**src/rtl/core/aese_pkg.sv**
```systemverilog
`default_nettype none

package aese_pkg;

    localparam int unsigned CMD_W  = 3;
    localparam int unsigned ARG_W  = 16;
    localparam int unsigned BYTE_W = 8;
    // Five decimal digits cover any 16-bit value.
    localparam int unsigned DIGITS = 5;
    localparam int unsigned BCD_W  = 4 * DIGITS;

    localparam logic [CMD_W-1:0] CMD_CLEAR        = 3'd0;
    localparam logic [CMD_W-1:0] CMD_CLEAR_ROW    = 3'd1;
    localparam logic [CMD_W-1:0] CMD_STYLE_RESET  = 3'd2;
    localparam logic [CMD_W-1:0] CMD_SCROLL_RESET = 3'd3;
    localparam logic [CMD_W-1:0] CMD_MOVE         = 3'd4;
    localparam logic [CMD_W-1:0] CMD_LIMIT_SCROLL = 3'd5;
    localparam logic [CMD_W-1:0] CMD_SCROLL_UP    = 3'd6;
    localparam logic [CMD_W-1:0] CMD_SCROLL_DOWN  = 3'd7;

    localparam logic [BYTE_W-1:0] CHR_ESC     = 8'h1B;
    localparam logic [BYTE_W-1:0] CHR_BRACKET = 8'h5B;
    localparam logic [BYTE_W-1:0] CHR_SEMI    = 8'h3B;
    localparam logic [BYTE_W-1:0] CHR_ZERO    = 8'h30;
    localparam logic [BYTE_W-1:0] CHR_TWO     = 8'h32;
    localparam logic [BYTE_W-1:0] CHR_UP_J    = 8'h4A;
    localparam logic [BYTE_W-1:0] CHR_UP_K    = 8'h4B;
    localparam logic [BYTE_W-1:0] CHR_LO_M    = 8'h6D;
    localparam logic [BYTE_W-1:0] CHR_UP_H    = 8'h48;
    localparam logic [BYTE_W-1:0] CHR_LO_R    = 8'h72;
    localparam logic [BYTE_W-1:0] CHR_UP_S    = 8'h53;
    localparam logic [BYTE_W-1:0] CHR_UP_T    = 8'h54;

    typedef struct packed {
        logic [CMD_W-1:0] command;
        logic [ARG_W-1:0] first_arg;
        logic [ARG_W-1:0] second_arg;
    } in_word_t;

    typedef struct packed {
        logic [BYTE_W-1:0] out_byte;
        logic              last;
    } out_word_t;

    typedef enum logic [3:0] {
        ST_IDLE,
        ST_CONV,
        ST_ESC,
        ST_CSI,
        ST_FIX,
        ST_NUM1,
        ST_SEP,
        ST_NUM2,
        ST_FINAL
    } state_t;

endpackage

`default_nettype wire

```
**src/rtl/core/ansi_escape_sequence_encoder.sv**
```systemverilog
`default_nettype none

// Channel   Ports                          Direction  Word
// input     s_valid, s_ready, s_data       in         command, first_arg, second_arg
// result    m_valid, m_ready, m_data       out        out_byte, last (one byte per word)
//
// A fixed sequence starts in the cycle after its command is taken and sends one byte per cycle.
// Numeric commands first pass both arguments through two bit-serial binary to BCD
// converters, then send one byte per cycle: up to 14 bytes.
// A new command is taken only once the final byte of the previous one sits in the output
// register. Reset is synchronous and clears the sequencer and the output valid.
// A stall on the result channel holds the sequencer; conversion runs regardless.
module ansi_escape_sequence_encoder (
    input  wire                      aclk,
    input  wire                      aresetn,
    input  wire                      s_valid,
    output logic                     s_ready,
    input  wire aese_pkg::in_word_t  s_data,
    output logic                     m_valid,
    input  wire                      m_ready,
    output aese_pkg::out_word_t      m_data
);
    import aese_pkg::*;

    state_t           state_reg, state_next;
    logic [CMD_W-1:0] cmd_reg;
    logic [ARG_W-1:0] bin1_reg, bin2_reg;
    logic [BCD_W-1:0] bcd1_reg, bcd2_reg;
    logic [3:0]       bit_cnt_reg;
    logic [2:0]       dig_cnt_reg, dig_cnt_next;
    logic             tail_idx_reg, tail_idx_next;
    logic             out_valid_reg;
    out_word_t        out_word_reg;

    logic             accept;
    logic             adv;
    logic             emit;
    out_word_t        emit_word;
    logic             numeric;

    // One double-dabble step: correct every digit, then shift the next bit in.
    function automatic logic [BCD_W-1:0] dd_step(input logic [BCD_W-1:0] bcd,
                                                 input logic b);
        logic [BCD_W-1:0] adj;
        adj = bcd;
        for (int d = 0; d < DIGITS; d++) begin
            if (adj[4*d +: 4] >= 4'd5) begin
                adj[4*d +: 4] = adj[4*d +: 4] + 4'd3;
            end
        end
        return {adj[BCD_W-2:0], b};
    endfunction

    // Number of significant digits, at least one so that zero prints as "0".
    function automatic logic [2:0] num_digits(input logic [BCD_W-1:0] bcd);
        logic [2:0] n;
        n = 3'd1;
        for (int d = 1; d < DIGITS; d++) begin
            if (bcd[4*d +: 4] != 4'd0) begin
                n = 3'(d + 1);
            end
        end
        return n;
    endfunction

    function automatic logic [BYTE_W-1:0] digit_chr(input logic [BCD_W-1:0] bcd,
                                                    input logic [2:0] cnt);
        logic [3:0] nib;
        unique case (cnt)
            3'd5:    nib = bcd[19:16];
            3'd4:    nib = bcd[15:12];
            3'd3:    nib = bcd[11:8];
            3'd2:    nib = bcd[7:4];
            default: nib = bcd[3:0];
        endcase
        return CHR_ZERO | {4'd0, nib};
    endfunction

    assign s_ready = (state_reg == ST_IDLE);
    assign accept  = s_valid && s_ready;
    assign adv     = !out_valid_reg || m_ready;
    assign numeric = cmd_reg[2];

    always_comb begin
        state_next = state_reg;
        unique case (state_reg)
            ST_IDLE: begin
                if (accept) begin
                    state_next = s_data.command[2] ? ST_CONV : ST_ESC;
                end
            end
            ST_CONV: begin
                if (bit_cnt_reg == 4'd15) begin
                    state_next = ST_ESC;
                end
            end
            ST_ESC: begin
                if (adv) begin
                    state_next = ST_CSI;
                end
            end
            ST_CSI: begin
                if (adv) begin
                    state_next = numeric ? ST_NUM1 : ST_FIX;
                end
            end
            ST_FIX: begin
                if (adv && (tail_idx_reg || cmd_reg == CMD_SCROLL_RESET)) begin
                    state_next = ST_IDLE;
                end
            end
            ST_NUM1: begin
                if (adv && dig_cnt_reg == 3'd1) begin
                    state_next = (cmd_reg == CMD_MOVE || cmd_reg == CMD_LIMIT_SCROLL)
                                 ? ST_SEP : ST_FINAL;
                end
            end
            ST_SEP: begin
                if (adv) begin
                    state_next = ST_NUM2;
                end
            end
            ST_NUM2: begin
                if (adv && dig_cnt_reg == 3'd1) begin
                    state_next = ST_FINAL;
                end
            end
            ST_FINAL: begin
                if (adv) begin
                    state_next = ST_IDLE;
                end
            end
            default: state_next = ST_IDLE;
        endcase
    end

    always_comb begin
        emit           = 1'b0;
        emit_word      = '{out_byte: CHR_ESC, last: 1'b0};
        dig_cnt_next   = dig_cnt_reg;
        tail_idx_next  = tail_idx_reg;
        unique case (state_reg)
            ST_ESC: begin
                emit = 1'b1;
            end
            ST_CSI: begin
                emit               = 1'b1;
                emit_word.out_byte = CHR_BRACKET;
                if (adv) begin
                    dig_cnt_next  = num_digits(bcd1_reg);
                    tail_idx_next = 1'b0;
                end
            end
            ST_FIX: begin
                emit = 1'b1;
                unique case (cmd_reg)
                    CMD_CLEAR:       emit_word.out_byte = tail_idx_reg ? CHR_UP_J : CHR_TWO;
                    CMD_CLEAR_ROW:   emit_word.out_byte = tail_idx_reg ? CHR_UP_K : CHR_TWO;
                    CMD_STYLE_RESET: emit_word.out_byte = tail_idx_reg ? CHR_LO_M : CHR_ZERO;
                    default:         emit_word.out_byte = CHR_LO_R;
                endcase
                emit_word.last = tail_idx_reg || (cmd_reg == CMD_SCROLL_RESET);
                if (adv) begin
                    tail_idx_next = 1'b1;
                end
            end
            ST_NUM1: begin
                emit               = 1'b1;
                emit_word.out_byte = digit_chr(bcd1_reg, dig_cnt_reg);
                if (adv) begin
                    dig_cnt_next = dig_cnt_reg - 3'd1;
                end
            end
            ST_SEP: begin
                emit               = 1'b1;
                emit_word.out_byte = CHR_SEMI;
                if (adv) begin
                    dig_cnt_next = num_digits(bcd2_reg);
                end
            end
            ST_NUM2: begin
                emit               = 1'b1;
                emit_word.out_byte = digit_chr(bcd2_reg, dig_cnt_reg);
                if (adv) begin
                    dig_cnt_next = dig_cnt_reg - 3'd1;
                end
            end
            ST_FINAL: begin
                emit = 1'b1;
                emit_word.last = 1'b1;
                unique case (cmd_reg)
                    CMD_MOVE:      emit_word.out_byte = CHR_UP_H;
                    CMD_SCROLL_UP: emit_word.out_byte = CHR_UP_S;
                    CMD_SCROLL_DOWN: emit_word.out_byte = CHR_UP_T;
                    default:       emit_word.out_byte = CHR_LO_R;
                endcase
            end
            default: begin
                emit = 1'b0;
            end
        endcase
    end

    always_ff @(posedge aclk) begin
        if (!aresetn) begin
            state_reg     <= ST_IDLE;
            out_valid_reg <= 1'b0;
            bit_cnt_reg   <= '0;
        end else begin
            state_reg <= state_next;
            if (adv) begin
                out_valid_reg <= emit;
            end
            if (accept) begin
                bit_cnt_reg <= '0;
            end else if (state_reg == ST_CONV) begin
                bit_cnt_reg <= bit_cnt_reg + 4'd1;
            end
        end
    end

    always_ff @(posedge aclk) begin
        dig_cnt_reg  <= dig_cnt_next;
        tail_idx_reg <= tail_idx_next;
        if (adv && emit) begin
            out_word_reg <= emit_word;
        end
        if (accept) begin
            cmd_reg  <= s_data.command;
            bcd1_reg <= '0;
            bcd2_reg <= '0;
            // Cursor move sends the row first; scroll up and down use only the low byte of the first argument.
            unique case (s_data.command)
                CMD_MOVE: begin
                    bin1_reg <= s_data.second_arg + ARG_W'(1);
                    bin2_reg <= s_data.first_arg + ARG_W'(1);
                end
                CMD_LIMIT_SCROLL: begin
                    bin1_reg <= s_data.first_arg + ARG_W'(1);
                    bin2_reg <= s_data.second_arg + ARG_W'(1);
                end
                default: begin
                    bin1_reg <= {8'd0, s_data.first_arg[7:0]};
                    bin2_reg <= '0;
                end
            endcase
        end else if (state_reg == ST_CONV) begin
            bcd1_reg <= dd_step(bcd1_reg, bin1_reg[ARG_W-1]);
            bcd2_reg <= dd_step(bcd2_reg, bin2_reg[ARG_W-1]);
            bin1_reg <= {bin1_reg[ARG_W-2:0], 1'b0};
            bin2_reg <= {bin2_reg[ARG_W-2:0], 1'b0};
        end
    end

    assign m_valid = out_valid_reg;
    assign m_data  = out_word_reg;

endmodule

`default_nettype wire
```
**config.mk**
```make
export PLATFORM = sky130hd
export DESIGN_NAME = ansi_escape_sequence_encoder
export DESIGN_NICKNAME = d
export VERILOG_FILES = /design/src/rtl/core/aese_pkg.sv /design/src/rtl/core/ansi_escape_sequence_encoder.sv
export SDC_FILE = /design/constraint.sdc
export NUM_CORES = 1
export LEC_CHECK = 0
export BUFFER_PORTS_ARGS = -buffer_cell sky130_fd_sc_hd__clkbuf_2
export CORE_ASPECT_RATIO = 1.4
export CORE_UTILIZATION = 60
export CTS_CLUSTER_DIAMETER = 30
export DETAILED_ROUTE_END_ITERATION = 8
export GPL_ROUTABILITY_DRIVEN = 0
export PLACE_DENSITY = 0.79
export SLEW_MARGIN = 20
export SYNTH_ARGS = -nofsm -noshare
export SYNTH_HDL_FRONTEND = slang
export SYNTH_SLANG_ARGS = --single-unit
```
**constraint.sdc**
```tcl
create_clock -name aclk -period 5.2 [get_ports aclk]
set_input_delay 0.78 -clock aclk [delete_from_list [all_inputs] [get_ports aclk]]
set_output_delay 0.78 -clock aclk [all_outputs]
set_load 0.03 [all_outputs]
```
==> results of run 1 <==
[area by class of cell]
class / count / share of cell area (%)
clock buffer: 13 / 3.77
clock inverter: 3 / 0.944
inverter: 31 / 1.69
multi-input combinational: 584 / 52.6
sequential: 96 / 34.7
tap: 138 / 2.50
timing repair buffer: 51 / 3.81
[layout by cell type, fill, tap and decap left out, types with 4 or more instances in the layout]
cell type	count
xor2_1	13
nor4_1	4
o211ai_1	7
a22oi_1	8
o31ai_1	10
xnor2_1	29
o221ai_1	12
a21oi_1	66
nor2_1	59
nor3_1	7
inv_1	31
a221o_1	5
nand4_1	9
clkbuf_2	48
a22o_1	4
nand2_1	76
o21ai_0	72
and3_1	4
edfxtp_1	47
nor2b_1	10
clkbuf_16	9
a32o_1	7
ha_1	30
o21ai_1	4
nor3b_1	12
dfxtp_1	49
nand3_1	62
mux2i_1	5
nand2b_1	16
[routing by layer]
metal  GRT usage, %  up-vias
met2           53.2      206
met4           13.0        0
met5              0        -
li1               -     2782
met3           4.27       46
met1           32.9     2671
[power breakdown]
part | internal, mW | leakage (nW) | total, mW | switching [mW]
registers | 1.07 | 0.840 | 1.21 | 0.138
logic | 0.272 | 1.51 | 0.852 | 0.580
clock network | 0.448 | 0.160 | 0.726 | 0.279
total | 1.79 | 2.51 | 2.79 | 0.998
[critical path: cells and delay by family, from the launching register on]
family	cells	cell delay (ps)
AOI/OAI and AO/OA	2	370
buffers and inverters	1	860
DFF	1	510
and+or+nand+nor	3	1310
[Yosys cell counts, types with 12 or more instances]
master    instances  share of area (%)
a21oi_1          66                5.2
ha_1             30                5.9
xnor2_1          29                4.0
o221ai_1         12                1.7
edfxtp_1         47                 22
nand3_1          62                4.9
clkbuf_1         34                2.0
nor3b_1          12                1.4
xor2_1           13                1.8
inv_1            31                1.8
nand2b_1         16                1.6
nor2_1           59                3.5
dfxtp_1          49                 15
o21ai_0          72                5.7
nand2_1          78                4.6
[metrics by stage]
stage / util, % / power [mW] / instances / area [µm²]
2_1_floorplan: - / 1.84 / 759 / 6330
3_3_place_gp: 63.8 / 2.03 / 900 / 6570
3_5_place_dp: 63.8 / 2.07 / 900 / 6570
4_1_cts: 67.0 / 2.79 / 916 / 6890
5_1_grt: 67.0 / 2.94 / 916 / 6890
6_report: 67.0 / 2.79 / 916 / 6890
[how the worst max path moves through the flow]
stage | start | end | slack [ps] | cells after the start
after floorplan | state_reg[3] | bin1_reg[0] | 2510 | 6
after global placement | state_reg[3] | bin2_reg[15] | 2110 | 6
after detailed placement | state_reg[3] | bin2_reg[15] | 2010 | 6
after CTS | state_reg[3] | bin2_reg[15] | 2010 | 6
after global routing | state_reg[3] | bin2_reg[15] | 1800 | 6
final | state_reg[3] | bin2_reg[15] | 1970 | 6
[cell families (layout without fill, tap and decap cells)]
group | Yosys count | after routing | share of synthesized area, %
flip-flops | 96 | 96 | 37.8
AND/OR/NAND/NOR | 281 | 281 | 22.4
other | 1 | 1 | 0.0592
adder cells (fa/ha/maj) | 30 | 30 | 5.93
XOR/XNOR | 42 | 42 | 5.81
multiplexers | 5 | 5 | 0.790
AO/OA/AOI/OAI | 225 | 225 | 22.1
buffers and inverters | 79 | 98 | 5.10
==> impl_metrics.ini, run 1 <==
[sta]
rsz0062_at_grt = false
fin_skew_ps = 6.63
max_slew_margin_pct = 40.7
setup_slack_ps = 1970
setup_violations = 0
drv_slew = 0
tightestPinTransition_ps = 889
period_minus_slack_ps = 3230
hold_ws_ps = 467
fmax_mhz = 310
period_share_pct = 62.1
hold_viol = 0
fin_setup_tns_ps = 0

[drt]
dr.pass1.iters = 5
drt_iter0_markers = 491
totalWireLength_mm = 15.2
wl_met1_mm = 5.93
wl_met3_um = 751
wl_met2_mm = 8.04
vias = 5705
top_layer = met4
viasPerCell = 6.23
routedWlPerCell_um = 16.6
drtAntennaViolNets = 0
drc_errors = 0

[worst_setup_path]
cp.arrival_ps = 3410
path_class = flip-flop to flip-flop
rr_startpoint = state_reg[3]
crit_fanout = 37
worstRegToRegCells = 6
cpPeakStageDelay_ps = 860
cp-start-kind = flip-flop
cp.required_ps = 5390
crit_slowest_cell = inv_1
r2r_slack_ps = 1970
cp-end-kind = flip-flop
crit_chain = nor4_4 > nand2_2 > inv_1 > nand3_1 > o21bai_1 > o211ai_1
r2r-end = bin2_reg[15]

[synth]
syn-num-nets = 828
ys_ff_latch = 96
synth_warnings = 0
ys_types = 61
synth_ff_type = dfxtp_1
synthArstFlopShare_pct = 0
synth_area_um2 = 6330
syn-instance-count = 759
yosysSeqAreaShare_pct = 37.8
synth_edf_count = 47
avgSynthCellArea_um2 = 8.34

[clocking]
clockRootBuffer = clkbuf_16
numCtsBuffers = 9
clk_latency_ps = 340
cts_resized = 0
ctsHoldBuffers = 0
ctsHtreeMaxLevel = 3
cts_buffer_depth = 2
cts_tree = done
post_cts_buffers = 0
clkTransAtPathRegs_ps = 60
cts_sinks = 96

[final_layout]
syn2layout_area_growth_pct = 8.85
multiInputGateArea_um2 = 3620
seqCellArea_um2 = 2390
final_nets = 842
num-fill-cells = 865
n_antenna_cell = 0
layout-drive-gt1-share_pct = 10.2

[worst_hold_path]
worstHoldPathCells = 2
min_to = bcd2_reg[0]
hp-class = flip-flop to flip-flop
hp-start = bin2_reg[15]

[job]
maxCapViolations = 0

[placement]
dpl.hpwl_mm = 11.1
preCtsSetupSlack_ps = 2010
portBuffers = 48

[run_status]
status = finished, final reports clean

[floorplan]
die_w_um = 88.8
start_util_pct = 61.5
die_y_um = 124
ios = 50
coreArea_um2 = 10300
dieArea_um2 = 11000
core.rowCount = 44

[global_route]
antenna_found_initial = 0
grt_first_pass_wirelength_mm = 24.7
grt_usage_pct = 29.1
grt_max_degree = 68
grt-ovfl-total = 0
first_global_vias = 5285

[power]
power_density_nw_per_um2 = 404
ir_drop_v = 0.000231
leakagePower_nw = 2.51
No activity file was read; power rests on OpenSTA's default activity.
==> run 2: changes to the inputs <==
clock period = 2.99 ns   (was 5.2 ns; I/O delays follow)
==> impl_metrics.ini, run 2 (same netlist as run 1, synthesis figures left out) <==
[run_status]
status = finished, final reports clean

[worst_hold_path]
worstHoldPathCells = 1
hp-start = s_data[33]
min_to = cmd_reg[1]
hp-class = primary input to flip-flop

[clocking]
ctsHoldBuffers = 0
ctsHtreeMaxLevel = 3
clk_latency_ps = 350
numCtsBuffers = 9
clkTransAtPathRegs_ps = 60
cts_sinks = 96
cts_tree = done
cts_resized = 0
cts_buffer_depth = 2
post_cts_buffers = 0
clockRootBuffer = clkbuf_16

[placement]
dpl.cell_count = 905
post_dp_cell_area_um2 = 6600
portBuffers = 48
dpl.hpwl_mm = 11.4

[sta]
tightestPinTransition_ps = 736
setup_violations = 0
rsz0062_at_grt = false
hold_viol = 0
period_share_pct = 77.2
fmax_mhz = 433
max_slew_margin_pct = 50.9
fin_setup_tns_ps = 0
drv_slew = 0
fin_skew_ps = 5.36
period_minus_slack_ps = 2310

[final_layout]
final_nets = 847
finalNonFillerCells = 921
layout_common_cells = nand2_1, o21ai_0, a21oi_1
syn2layout_area_growth_pct = 8.83
n_antenna_cell = 0
final_cell_area_um2 = 6890
num-fill-cells = 846
layout-drive-gt1-share_pct = 10.7
mostFrequentLayoutCell = nand2_1

[worst_setup_path]
rr_startpoint = state_reg[0]
worstRegToRegCells = 7
cp.required_ps = 3070
cp.arrival_ps = 2390
cp-start-kind = flip-flop
crit_fanout = 26
r2r-end = bin1_reg[5]
r2r_slack_ps = 680
cp-end-kind = flip-flop
path_class = flip-flop to flip-flop

[floorplan]
core.rowCount = 44
dieArea_um2 = 11000
start_util_pct = 61.5
die_y_um = 124
die_w_um = 88.8
coreArea_um2 = 10300
ios = 50

[drt]
viasPerCell = 6.19
dr.pass1.iters = 5
routedWlPerCell_um = 16.7
drtAntennaViolNets = 0
totalWireLength_mm = 15.3
drc_errors = 0
vias = 5704
drt_iter0_markers = 386

[global_route]
grt_usage_pct = 29.1
first_global_vias = 5330
grt_first_pass_wirelength_mm = 24.6
antenna_found_initial = 0
grt-ovfl-total = 0
grt_max_degree = 68

[power]
power_density_nw_per_um2 = 690
leakagePower_nw = 2.51
ir_drop_v = 0.000471

[job]
maxCapViolations = 0
-- run 2: cell count changes in the layout (fill, tap and decap cells not counted), sizes merged --
| cell | change |
|---|---|
| buf | +5 |
| clkbuf | -3 |
| clkinv | +2 |
| clkinvlp | +2 |
| bufinv | -1 |
-- run 2: per-stage QoR --
step | utilization, % | hold WS, ps | setup slack [ps] | power, mW
6_report | 67.0 | 327 | 682 | 4.76
4_1_cts | 67.0 | 325 | 709 | 4.75
3_3_place_gp | 64.1 | 469 | 760 | 3.56
2_1_floorplan | - | 418 | 304 | 3.20
5_1_grt | 67.0 | 329 | 540 | 5.01
3_5_place_dp | 64.1 | 473 | 691 | 3.63
-- run 2: layout make-up --
| class | count | area, µm² | share of cell area, % |
|---|---|---|---|
| sequential | 96 | 2390 | 34.7 |
| tap | 138 | 173 | 2.50 |
| multi-input combinational | 584 | 3620 | 52.6 |
| clock inverter | 6 | 60.1 | 0.871 |
| inverter | 31 | 116 | 1.69 |
| timing repair buffer | 56 | 300 | 4.36 |
| clock buffer | 10 | 229 | 3.32 |
-- run 2: worst max path at each step --
stage,startpoint,to,slack (ps),depth (start not counted)
floorplan,state_reg[3],bin1_reg[0],300,6
global placement,s_data[16],bin2_reg[10],760,7
detailed placement,state_reg[0],bin1_reg[5],690,7
CTS,state_reg[0],bin1_reg[5],710,7
global route,state_reg[0],bin1_reg[5],540,7
finish,state_reg[0],bin1_reg[5],680,7
-- run 2: worst max-delay path: stages (launching register included) --
cell and delay, ps:
dfxtp_1 800, nor4_4 100, nand2_2 240, buf_4 350
nor2_1 110, buf_4 200, o211ai_1 80, o311ai_0 140
-- run 2: power by group --
group | switching, mW | total (mW) | leakage (nW) | internal [mW]
combinational | 1.01 | 1.51 | 1.53 | 0.498
sequential | 0.247 | 2.11 | 0.840 | 1.86
clock | 0.498 | 1.14 | 0.138 | 0.644
total | 1.76 | 4.76 | 2.51 | 3.00
-- run 2: layer usage --
metal / up-vias / part of all wire [%] / global-route usage (%)
met5: - / 0 / 0
met4: 0 / 4.3 / 15.6
met3: 51 / 4.4 / 4.94
met2: 187 / 52 / 52.9
met1: 2678 / 39 / 31.7
li1: 2788 / - / -
==> run 3: changes to the inputs <==
clock period = 2.21 ns   (was 2.99 ns; I/O delays follow)
==> impl_metrics.ini, run 3 (same netlist as run 1, synthesis figures left out) <==
[sta]
fin_skew_ps = 9.22
setup_violations = 0
rsz0062_at_grt = false
period_share_pct = 94.5
fmax_mhz = 479
period_minus_slack_ps = 2090
fin_setup_tns_ps = 0
tightestPinTransition_ps = 644
hold_viol = 0
hold_ws_ps = 207
drv_slew = 0
max_slew_margin_pct = 56.9

[floorplan]
start_util_pct = 61.5
ios = 50
die_y_um = 124
dieArea_um2 = 11000
core.rowCount = 44
die_w_um = 88.8
coreArea_um2 = 10300

[placement]
portBuffers = 48
dpl.hpwl_mm = 11.8
dpl.cell_count = 917
post_dp_cell_area_um2 = 6700

[power]
power_density_nw_per_um2 = 928
ir_drop_v = 0.000519
pwr-share-clk_pct = 23.9
p_sw_mw = 2.41
combPwrFrac_pct = 32.9
power_frac_seq_pct = 43.2
p_int_mw = 4.09
leakagePower_nw = 2.58
switching_share_pct = 37.0

[run_status]
status = finished, final reports clean

[drt]
dr.pass1.iters = 5
drc_errors = 0
totalWireLength_mm = 15.8
routedWlPerCell_um = 16.9
viasPerCell = 6.22
vias = 5800
drtAntennaViolNets = 0
drt_iter0_markers = 453

[clocking]
cts_sinks = 96
cts_buffer_depth = 2
post_cts_buffers = 0
ctsHtreeMaxLevel = 3
numCtsBuffers = 9
clockRootBuffer = clkbuf_16
clk_latency_ps = 340
clkTransAtPathRegs_ps = 70
cts_tree = done

[final_layout]
layout-drive-gt1-share_pct = 12.3
n_antenna_cell = 0
syn2layout_area_growth_pct = 10.6
finish.utilization_pct = 68.0
layout_common_cells = nand2_1, o21ai_0, a21oi_1
mostFrequentLayoutCell = nand2_1
final_cell_area_um2 = 7000
final_nets = 859
finalNonFillerCells = 933

[worst_setup_path]
crit_fanout = 11
cp-start-kind = flip-flop
rr_startpoint = dig_cnt_reg[1]
r2r_slack_ps = 120
worstRegToRegCells = 7
r2r-end = m_data[1]
cp.required_ps = 2310
cp-end-kind = flip-flop
cp.arrival_ps = 2180
startpoint = dig_cnt_reg[1]
path_class = flip-flop to flip-flop
crit_end = m_data[1]

[job]
maxCapViolations = 0

[global_route]
first_global_vias = 5372
grt-ovfl-total = 0
grt_first_pass_wirelength_mm = 25.2
antenna_found_initial = 0
grt_max_degree = 68
grt_usage_pct = 30.2

[worst_hold_path]
hp-class = primary input to flip-flop
hp-start = s_data[33]
-- run 3: cell type report --
class                           count  area [µm²]
Clock buffer                       11         233
Clock inverter                      5        57.6
Fill cell                         856        3290
Inverter                           31         116
Multi-Input combinational cell    584        3640
Sequential cell                    96        2390
Tap cell                          138         173
Timing Repair Buffer               68         390
-- run 3: per-stage QoR --
stage,total power [mW],setup slack [ps]
3_3_place_gp,4.87,211
4_1_cts,6.51,138
3_5_place_dp,4.96,138
5_1_grt,6.85,1.67
6_report,6.50,122
2_1_floorplan,4.33,3.19
-- run 3: routing by layer --
layer,wire [µm],part of all wire (%),vias to the layer above,track usage (%)
li1,-,-,2821,-
met1,6170,39,2733,33.2
met2,8430,53,206,56.1
met3,714,4.5,40,5.14
met4,485,3.1,0,12.3
met5,0,0,-,0
-- run 3: power by group through the flow --
stage	clock (mW)	combinational [mW]	sequential, mW
final	1.55	2.14	2.81
after floorplan	0	1.58	2.75
after global routing	1.64	2.36	2.85
after global placement	0	2.05	2.82
after CTS	1.56	2.14	2.81
after detailed placement	0	2.13	2.84
-- run 3: how the worst min path moves through the flow --
stage | endpoint | slack, ps | depth (start not counted)
global route | cmd_reg[1] | 200 | 1
global placement | bcd2_reg[0] | 430 | 2
finish | cmd_reg[1] | 210 | 1
CTS | cmd_reg[1] | 200 | 1
detailed placement | bcd2_reg[0] | 440 | 2
floorplan | bcd1_reg[0] | 420 | 2
-- run 3: critical path: stages (launching register included) --
cell,delay [ps]
edfxtp_1,460
buf_4,210
ha_1,280
a22oi_1,220
a21oi_1,140
a21oi_1,180
nor3_1,70
a211o_1,270
-- run 3: what timing repair did --
item                                    4_1_cts  5_1_grt
endpoints found under the setup margin        0        3
resized for setup                             0        3
hold buffers                                  0        0
